[src/mavg_pkg.sv]
`timescale 1ns / 1ps

package mavg_pkg;

    // Ring depth; must be a power of two (mean is taken by shifting)
    localparam int RING_DEPTH      = 16;
    localparam int SAMPLE_W        = 12;
    localparam int SLOT_W          = $clog2(RING_DEPTH);
    localparam int SUM_W           = SAMPLE_W + SLOT_W;
    localparam int S_TDATA_W       = 16;
    localparam int M_TDATA_W       = 16;

    localparam logic [SAMPLE_W-1:0] SAMPLE_MAX      = 12'd4095;
    localparam logic [SAMPLE_W-1:0] THRESHOLD_RESET = 12'd3000;

    // One filter result
    typedef struct packed {
        logic                alert;
        logic [SAMPLE_W-1:0] filtered;
    } t_filt_res;

endpackage

[src/mavg_ring_filter.sv]
`timescale 1ns / 1ps

module mavg_ring_filter
    import mavg_pkg::*;
(
    input  logic                i_clk,
    input  logic                i_rst_n,
    input  logic                i_step,
    input  logic [SAMPLE_W-1:0] i_sample,
    input  logic [SAMPLE_W-1:0] i_threshold,
    output t_filt_res           o_res
);

    logic [SAMPLE_W-1:0] r_ring [RING_DEPTH];
    logic [SLOT_W-1:0]   r_slot;
    logic [SUM_W-1:0]    r_sum;
    logic                r_alert;

    logic [SLOT_W-1:0]   n_slot;
    logic [SUM_W-1:0]    n_sum;
    logic                n_alert;
    logic                slot_last;
    logic [SUM_W-1:0]    sum_rnd;
    logic [SUM_W-1:0]    mean_full;
    logic [SAMPLE_W-1:0] mean;

    // Replace the oldest sample in the running sum
    always_comb begin
        n_sum     = r_sum - SUM_W'(r_ring[r_slot]) + SUM_W'(i_sample);
        slot_last = (r_slot == SLOT_W'(RING_DEPTH - 1));
        n_slot    = slot_last ? '0 : r_slot + 1'b1;
    end

    // Round, scale and clamp the mean
    always_comb begin
        sum_rnd   = n_sum + SUM_W'(RING_DEPTH / 2);
        mean_full = sum_rnd >> SLOT_W;
        if (mean_full > SUM_W'(SAMPLE_MAX)) begin
            mean = SAMPLE_MAX;
        end else begin
            mean = mean_full[SAMPLE_W-1:0];
        end
    end

    // Clear the flag on wrap, then raise it if the mean is above threshold
    always_comb begin
        n_alert = (r_alert && !slot_last) || (mean > i_threshold);
    end

    assign o_res.filtered = mean;
    assign o_res.alert    = n_alert;

    // Commit ring, sum, slot and flag once per transaction
    always_ff @(posedge i_clk) begin
        if (!i_rst_n) begin
            for (int i = 0; i < RING_DEPTH; i++) begin
                r_ring[i] <= '0;
            end
            r_slot  <= '0;
            r_sum   <= '0;
            r_alert <= 1'b0;
        end else if (i_step) begin
            r_ring[r_slot] <= i_sample;
            r_slot         <= n_slot;
            r_sum          <= n_sum;
            r_alert        <= n_alert;
        end
    end

endmodule

[src/moving_average_threshold_alert.sv]
`timescale 1ns / 1ps
//  Channel      Dir  Signals                                    Payload
//  input        in   i_s_axis_tvalid/o_s_axis_tready/_tdata     sample
//  result       out  o_m_axis_tvalid/i_m_axis_tready/_tdata     filtered, alert
//  threshold    in   i_cfg_valid/o_cfg_ready/i_cfg_data         alert_threshold
//
//  One transaction per cycle sustained while the result is not stalled; a
//  sample passes the input register, then the result register, with the
//  ring, sum and flag update in between. The input register takes a new
//  sample whenever it is empty or the result register is empty or being
//  drained; a stalled result holds both stages in place. Synchronous active-low
//  reset clears the 16-entry ring, sum, slot, flag, both valid bits and loads
//  the threshold with 3000. The threshold port is always ready.

module moving_average_threshold_alert
    import mavg_pkg::*;
(
    input  logic                 i_clk,
    input  logic                 i_rst_n,
    input  logic                 i_s_axis_tvalid,
    output logic                 o_s_axis_tready,
    input  logic [S_TDATA_W-1:0] i_s_axis_tdata,  // [11:0] sample
    output logic                 o_m_axis_tvalid,
    input  logic                 i_m_axis_tready,
    output logic [M_TDATA_W-1:0] o_m_axis_tdata,  // [11:0] filtered, [12] alert
    input  logic                 i_cfg_valid,
    output logic                 o_cfg_ready,
    input  logic [SAMPLE_W-1:0]  i_cfg_data
);

    logic                r_in_valid;
    logic [SAMPLE_W-1:0] r_in_sample;
    logic                r_out_valid;
    t_filt_res           r_out;
    logic [SAMPLE_W-1:0] r_threshold;

    logic                advance;
    logic                step;
    t_filt_res           res;

    // Move the pipeline when the result register can take a new value
    assign advance         = !r_out_valid || i_m_axis_tready;
    assign step            = r_in_valid && advance;
    assign o_s_axis_tready = !r_in_valid || advance;
    assign o_cfg_ready     = 1'b1;

    mavg_ring_filter u_filter (
        .i_clk       (i_clk),
        .i_rst_n     (i_rst_n),
        .i_step      (step),
        .i_sample    (r_in_sample),
        .i_threshold (r_threshold),
        .o_res       (res)
    );

    // Capture input samples
    always_ff @(posedge i_clk) begin
        if (!i_rst_n) begin
            r_in_valid <= 1'b0;
        end else if (o_s_axis_tready) begin
            r_in_valid <= i_s_axis_tvalid;
        end
    end

    always_ff @(posedge i_clk) begin
        if (o_s_axis_tready && i_s_axis_tvalid) begin
            r_in_sample <= i_s_axis_tdata[SAMPLE_W-1:0];
        end
    end

    // Hold the result until the downstream side takes it
    always_ff @(posedge i_clk) begin
        if (!i_rst_n) begin
            r_out_valid <= 1'b0;
        end else if (advance) begin
            r_out_valid <= r_in_valid;
        end
    end

    always_ff @(posedge i_clk) begin
        if (step) begin
            r_out <= res;
        end
    end

    // Threshold register
    always_ff @(posedge i_clk) begin
        if (!i_rst_n) begin
            r_threshold <= THRESHOLD_RESET;
        end else if (i_cfg_valid) begin
            r_threshold <= i_cfg_data;
        end
    end

    assign o_m_axis_tvalid = r_out_valid;
    assign o_m_axis_tdata  = M_TDATA_W'({r_out.alert, r_out.filtered});

endmodule

[config.mk]
export PLATFORM = sky130hd
export DESIGN_NAME = moving_average_threshold_alert
export DESIGN_NICKNAME = d
export VERILOG_FILES = /design/src/mavg_pkg.sv /design/src/mavg_ring_filter.sv /design/src/moving_average_threshold_alert.sv
export SDC_FILE = /design/constraint.sdc
export NUM_CORES = 1
export LEC_CHECK = 0
export ABC_AREA = 1
export BUFFER_PORTS_ARGS = -buffer_cell sky130_fd_sc_hd__buf_2
export CAP_MARGIN = 20
export CORE_ASPECT_RATIO = 1.4
export CORE_MARGIN = 1.5
export CORE_UTILIZATION = 56
export DETAILED_ROUTE_END_ITERATION = 10
export GPL_TIMING_DRIVEN = 0
export PLACE_DENSITY = 0.76
export SLEW_MARGIN = 30
export SYNTH_ARGS = -nofsm -noshare
export SYNTH_HDL_FRONTEND = slang
export SYNTH_HIERARCHICAL = 1
export SYNTH_SLANG_ARGS = --single-unit
[constraint.sdc]
create_clock -name i_clk -period 5 [get_ports i_clk]
set_input_delay 1 -clock i_clk [delete_from_list [all_inputs] [get_ports i_clk]]
set_output_delay 1 -clock i_clk [all_outputs]
set_load 0.005 [all_outputs]
## Yosys cells after proc, flatten, opt, wreduce, memory -nomap -nowiden

Memories as Yosys holds them, arrays and structs flattened. A register that Yosys moved wholly into a read port is not among the register bits.
Index checks and enable logic that the tools add are counted.

- Add/sub/neg operators: 4
- Magnitude comparators: 2
- Eq/ne operators: 1
- Multiplexer cells: 11
- Reductions and logical operators: 10

Operators with widths:

| operator | number |
|---|---|
| two-way mux 12 bit | 2 |
| adder 16 x 12 -> 16 bit | 1 |
| adder 16 x 4 -> 16 bit, second input constant | 1 |
| two-way mux 4 bit | 4 |
| subtractor 16 x 12 -> 16 bit | 1 |
| greater-than comparator 12 bit | 1 |
| greater-than comparator 12 bit, second input constant | 1 |
| OR reduction 12 bit | 1 |
| two-way mux 1 bit | 5 |
| adder 4 x 1 -> 4 bit, second input constant | 1 |
| == test 4 bit, second input constant | 1 |
| logical AND 1 bit | 3 |
| zero test 1 bit | 3 |
| logical OR 1 bit | 3 |

- Register bits after elaboration: 60
- Bits in writable memories: 192
- Output and inout port bits: 19
- Logic and storage cells: 38
- Memories kept: 1

Memory list:

| name | words | bits a word | read ports | clocked after memory_dff | wr ports | line | text |
|---|---|---|---|---|---|---|---|
| u_filter.r_ring | 16 | 12 | 1 | 1 | 16 | mavg_ring_filter.sv:14 | `logic [SAMPLE_W-1:0] r_ring [RING_DEPTH];` |

## Depth between registers and ports, before layout

- Word-level depth: 8
- Depth in mapped cells: 37

## Hierarchy

The synthesis kept the hierarchy.

Modules (own cells, without submodules):

| module | instances | cells each | area each (um2) | seq. area each (um2) |
|---|---|---|---|---|
| mavg_ring_filter | 1 | 1246 | 11593.6 | 6266.0 |
| moving_average_threshold_alert | 1 | 96 | 1316.3 | 1031.0 |

## Worst setup path before layout

No wires, ideal clock.

- Kind: flip-flop to flip-flop
- From: reg with a tool-made name
- To: reg r_out, in the netlist o_m_axis_tdata[12] (data pin)
- Library setup time: 251 ps
- Arrival: 4393 ps
- Required time: 4749 ps
- Setup slack: 356 ps
- Stages on the path, launching flop included: 30
- Path buffers: 4
- Period minus slack after synthesis: 4644 ps
- Cell sequence: dfxtp_1 buf_2 buf_2 buf_2 mux2i_1 o211ai_1 o211ai_1 nand2_1 fa_1 fa_1 inv_1 nand3_1 nand2_1 nand2_1 nand2_1 ha_1 nand2_2 nor2_4 nand2_2 nor2_4 nand3_1 nand2_1 nand2_1 ha_1 nand4_1 nor2_1 nand3_1 o21ai_0 nand2_1 buf_4

RTL lines:

| what | line | text |
|---|---|---|
| to (signal assigned) | moving_average_threshold_alert.sv:82 | `r_out <= res;` |
| to (decl) | moving_average_threshold_alert.sv:34 | `t_filt_res r_out;` |

==> results.ini <==
[power_and_ir_drop]
p_leak_nw = 6.41
ir_drop_v = 0.000373
p_per_area_nw_per_um2 = 433
power_mw = 6.68
intPower_mw = 4.42
combPwrFrac_pct = 34.1
p_sw_mw = 2.26
swShare_pct = 33.8
pwr-share-clk_pct = 28.4
seq_power_share_pct = 37.5

[clock_tree]
root_buffer = clkbuf_16
cts_tree = done
ctsHoldBuffers = 0
clk_pin_slew_ns = 0.06
numClockSinks = 256
cts_inserted_buffers = 25
cts_buffer_depth = 3
htreeDepth = 1
clk_latency_ns = 0.53

[logic_synthesis]
synth.area.top_cells = edfxtp_1 (50%), nor2_1 (6.6%), dfxtp_1 (6.0%)
synth_seq_cells = 256
syn_avg_cell_area_um2 = 9.62
ys_seq_area_share_pct = 56.5
ys_types = 38
yosysWarnings = 6
synthArstFlopShare_pct = 0
yosysTopAreaCell = edfxtp_1
synth_area_um2 = 12900
syn_inst = 1342
synth_commonest_cells = nor2_1 (228), edfxtp_1 (217), inv_1 (183)
synth_edf_count = 217
synth_top_area_share_pct = 50.5
synth_ff_type = edfxtp_1
synth_most_common_cell = nor2_1

[finish]
antenna_cells = 0
syn2layout_area_growth_pct = 19.6
final_cells = 1765
layout.nets = 1523
fillCellCount = 1663
drive_gt1_share_pct = 21.0
finalInstanceArea_um2 = 15400
final_core_util_pct = 68.3

[timing]
relSlewSlack_pct = 37.3
drv_slew = 0
fin_crit_sh_pct = 101
setup_ws_ns = -0.0303
period_needed_ns = 5.03
worstMarginPinSlew_ns = 0.941
max_freq_mhz = 199
hold_viol = 0
setup_viol = 1
skew_ns = 0.0152
holdWs_ns = 0.463
rsz0062_at_grt = yes
finalSetupTns_ns = -0.0303

[global_routing]
antenna_found_initial = 0
grt_pass1_wl_mm = 52.8
first_global_vias = 9628
grt_start_max_net_pins = 16
grt_usage_pct = 29.3
grt_overflow = 0

[critical_path]
cp_max_fo = 6
endpoint_kind = flip-flop
max_stage_delay_ns = 0.55
cp_common_cell = nand2_2
critical_path_arrival_ns = 5.51
slowest_stage = fa_1
reg2reg_slack_ns = -0.03
required_ns = 5.48
r2r-end = u_filter/r_alert
worst-r2r-cell-count = 33
crit_type = flip-flop to flip-flop
startpoint_type = flip-flop

[min_path]
hp-start = r_threshold[9]
hold_depth = 2
hold_class = flip-flop to flip-flop
hold_end = r_threshold[9]

[routing]
ant_nets = 0
drt_iter0_drc = 860
wirelength_mm = 36.6
drc_errors = 0
first_pass_iters = 5
routed-via-count = 10118
vias_per_cell = 5.73
wl_per_cell_um = 20.7

[placement]
placed_area_um2 = 13500
io_buffers = 43
hpwlAfterDp_mm = 25.8
place.gp.congestion = 0.965
placed_cells = 1688
place_ws_ns = -0.737

[die]
die_area_um2 = 24000
die_h_um = 183
num_io_pins = 52
row_count = 65
initial_core_util_pct = 57.1
core_region_area_um2 = 22600
dieWidth_um = 131

[status]
status = complete, but fails checks
violations = setup timing

[run]
cap_violations = 0

## what timing repair did
action	4_1_cts	5_1_grt
pin swaps	23	90
endpoints found under the setup margin	2	2
setup buffers	9	22
gates resized for setup	101	163
gates cloned	2	1
## worst max path at each step
stage / from / to / slack, ns / cells after the start
6_report: flip-flop / u_filter/r_alert / -0.03 / 33
3_5_place_dp: flip-flop / o_m_axis_tdata[12] / -0.74 / 33
4_1_cts: flip-flop / o_m_axis_tdata[12] / 0.00006 / 32
3_3_place_gp: flip-flop / o_m_axis_tdata[12] / -0.70 / 32
2_1_floorplan: flip-flop / o_m_axis_tdata[12] / 0.36 / 29
5_1_grt: flip-flop / u_filter/r_alert / -0.27 / 33
## layout make-up
type	count	area [um^2]	area share (%)
multi-input combinational	813	5170	33.5
timing repair buffer	77	527	3.41
sequential	256	7300	47.3
clock inverter	11	115	0.745
tap	301	377	2.44
clock buffer	35	707	4.58
buffer	75	502	3.25
inverter	197	742	4.80
## registers in the layout (all words and copies together), names as in the netlist, named ones only
signal,cells
u_filter/r_sum,16
o_m_axis_tdata,13
u_filter/r_ring,192
u_filter/r_slot,4
u_filter/r_alert,1
r_threshold,12
o_m_axis_tvalid,1
r_in_sample,12
r_in_valid,1
## worst max-delay path, delay by kind of cell (launching register included)
| kind | cells | cell delay (ns) |
|---|---|---|
| multiplexers | 1 | 0.20 |
| flip-flops | 1 | 0.37 |
| AND/OR/NAND/NOR | 15 | 1.83 |
| adder cells (fa/ha/maj) | 3 | 1.05 |
| buffers and inverters | 8 | 0.82 |
| AO/OA/AOI/OAI | 6 | 0.72 |
## cells in the final DEF (no fill, tap or decap), types with 12 or more instances in the layout
cell type | netlist | layout
nor2_1 | 228 | 219
edfxtp_1 | 217 | 217
inv_1 | 183 | 171
nand2_1 | 166 | 126
a21oi_1 | 79 | 70
o21ai_0 | 79 | 53
o211ai_1 | 53 | 53
buf_2 | 8 | 48
clkbuf_1 | 56 | 44
nand2_2 | 17 | 38
dfxtp_1 | 39 | 37
mux2i_1 | 48 | 35
buf_4 | 5 | 34
nand3_1 | 45 | 33
clkbuf_16 | 0 | 26
o21ai_1 | 2 | 23
nand2_4 | 0 | 19
ha_1 | 33 | 17
nand3_2 | 6 | 15
inv_2 | 2 | 14
clkinv_1 | 12 | 14
ha_4 | 0 | 13
mux2i_2 | 0 | 12
## power groups by stage
stage | sequential (mW) | clock (mW) | combinational, mW
after floorplan | 2.53 | 0 | 1.13
after global placement | 2.54 | 0 | 1.54
after detailed placement | 2.54 | 0 | 1.58
after CTS | 2.50 | 1.92 | 1.77
after global routing | 2.51 | 1.99 | 2.45
final | 2.50 | 1.90 | 2.28
## cells by family (layout without fill, tap and decap cells)
| group | after synthesis | after routing | share of synthesized area, % |
|---|---|---|---|
| buffers and inverters | 275 | 395 | 8.41 |
| multiplexers | 48 | 48 | 3.72 |
| other | 2 | 4 | 0.0582 |
| adder cells (fa/ha/maj) | 45 | 45 | 5.06 |
| AO/OA/AOI/OAI | 218 | 218 | 9.59 |
| flip-flops | 256 | 256 | 56.5 |
| XOR/XNOR | 9 | 9 | 0.611 |
| AND/OR/NAND/NOR | 489 | 489 | 16.0 |
## metal layers
layer	routed length (um)	global-route usage (%)	share of wire, %	vias to the layer above
met5	0	0	0	-
met4	2560	17.8	7.0	0
met3	2450	3.08	6.7	135
met2	18600	52.9	51	516
met1	13000	33.6	35	4815
li1	-	-	-	4652
Note: power is estimated with default switching activity, not from simulation.
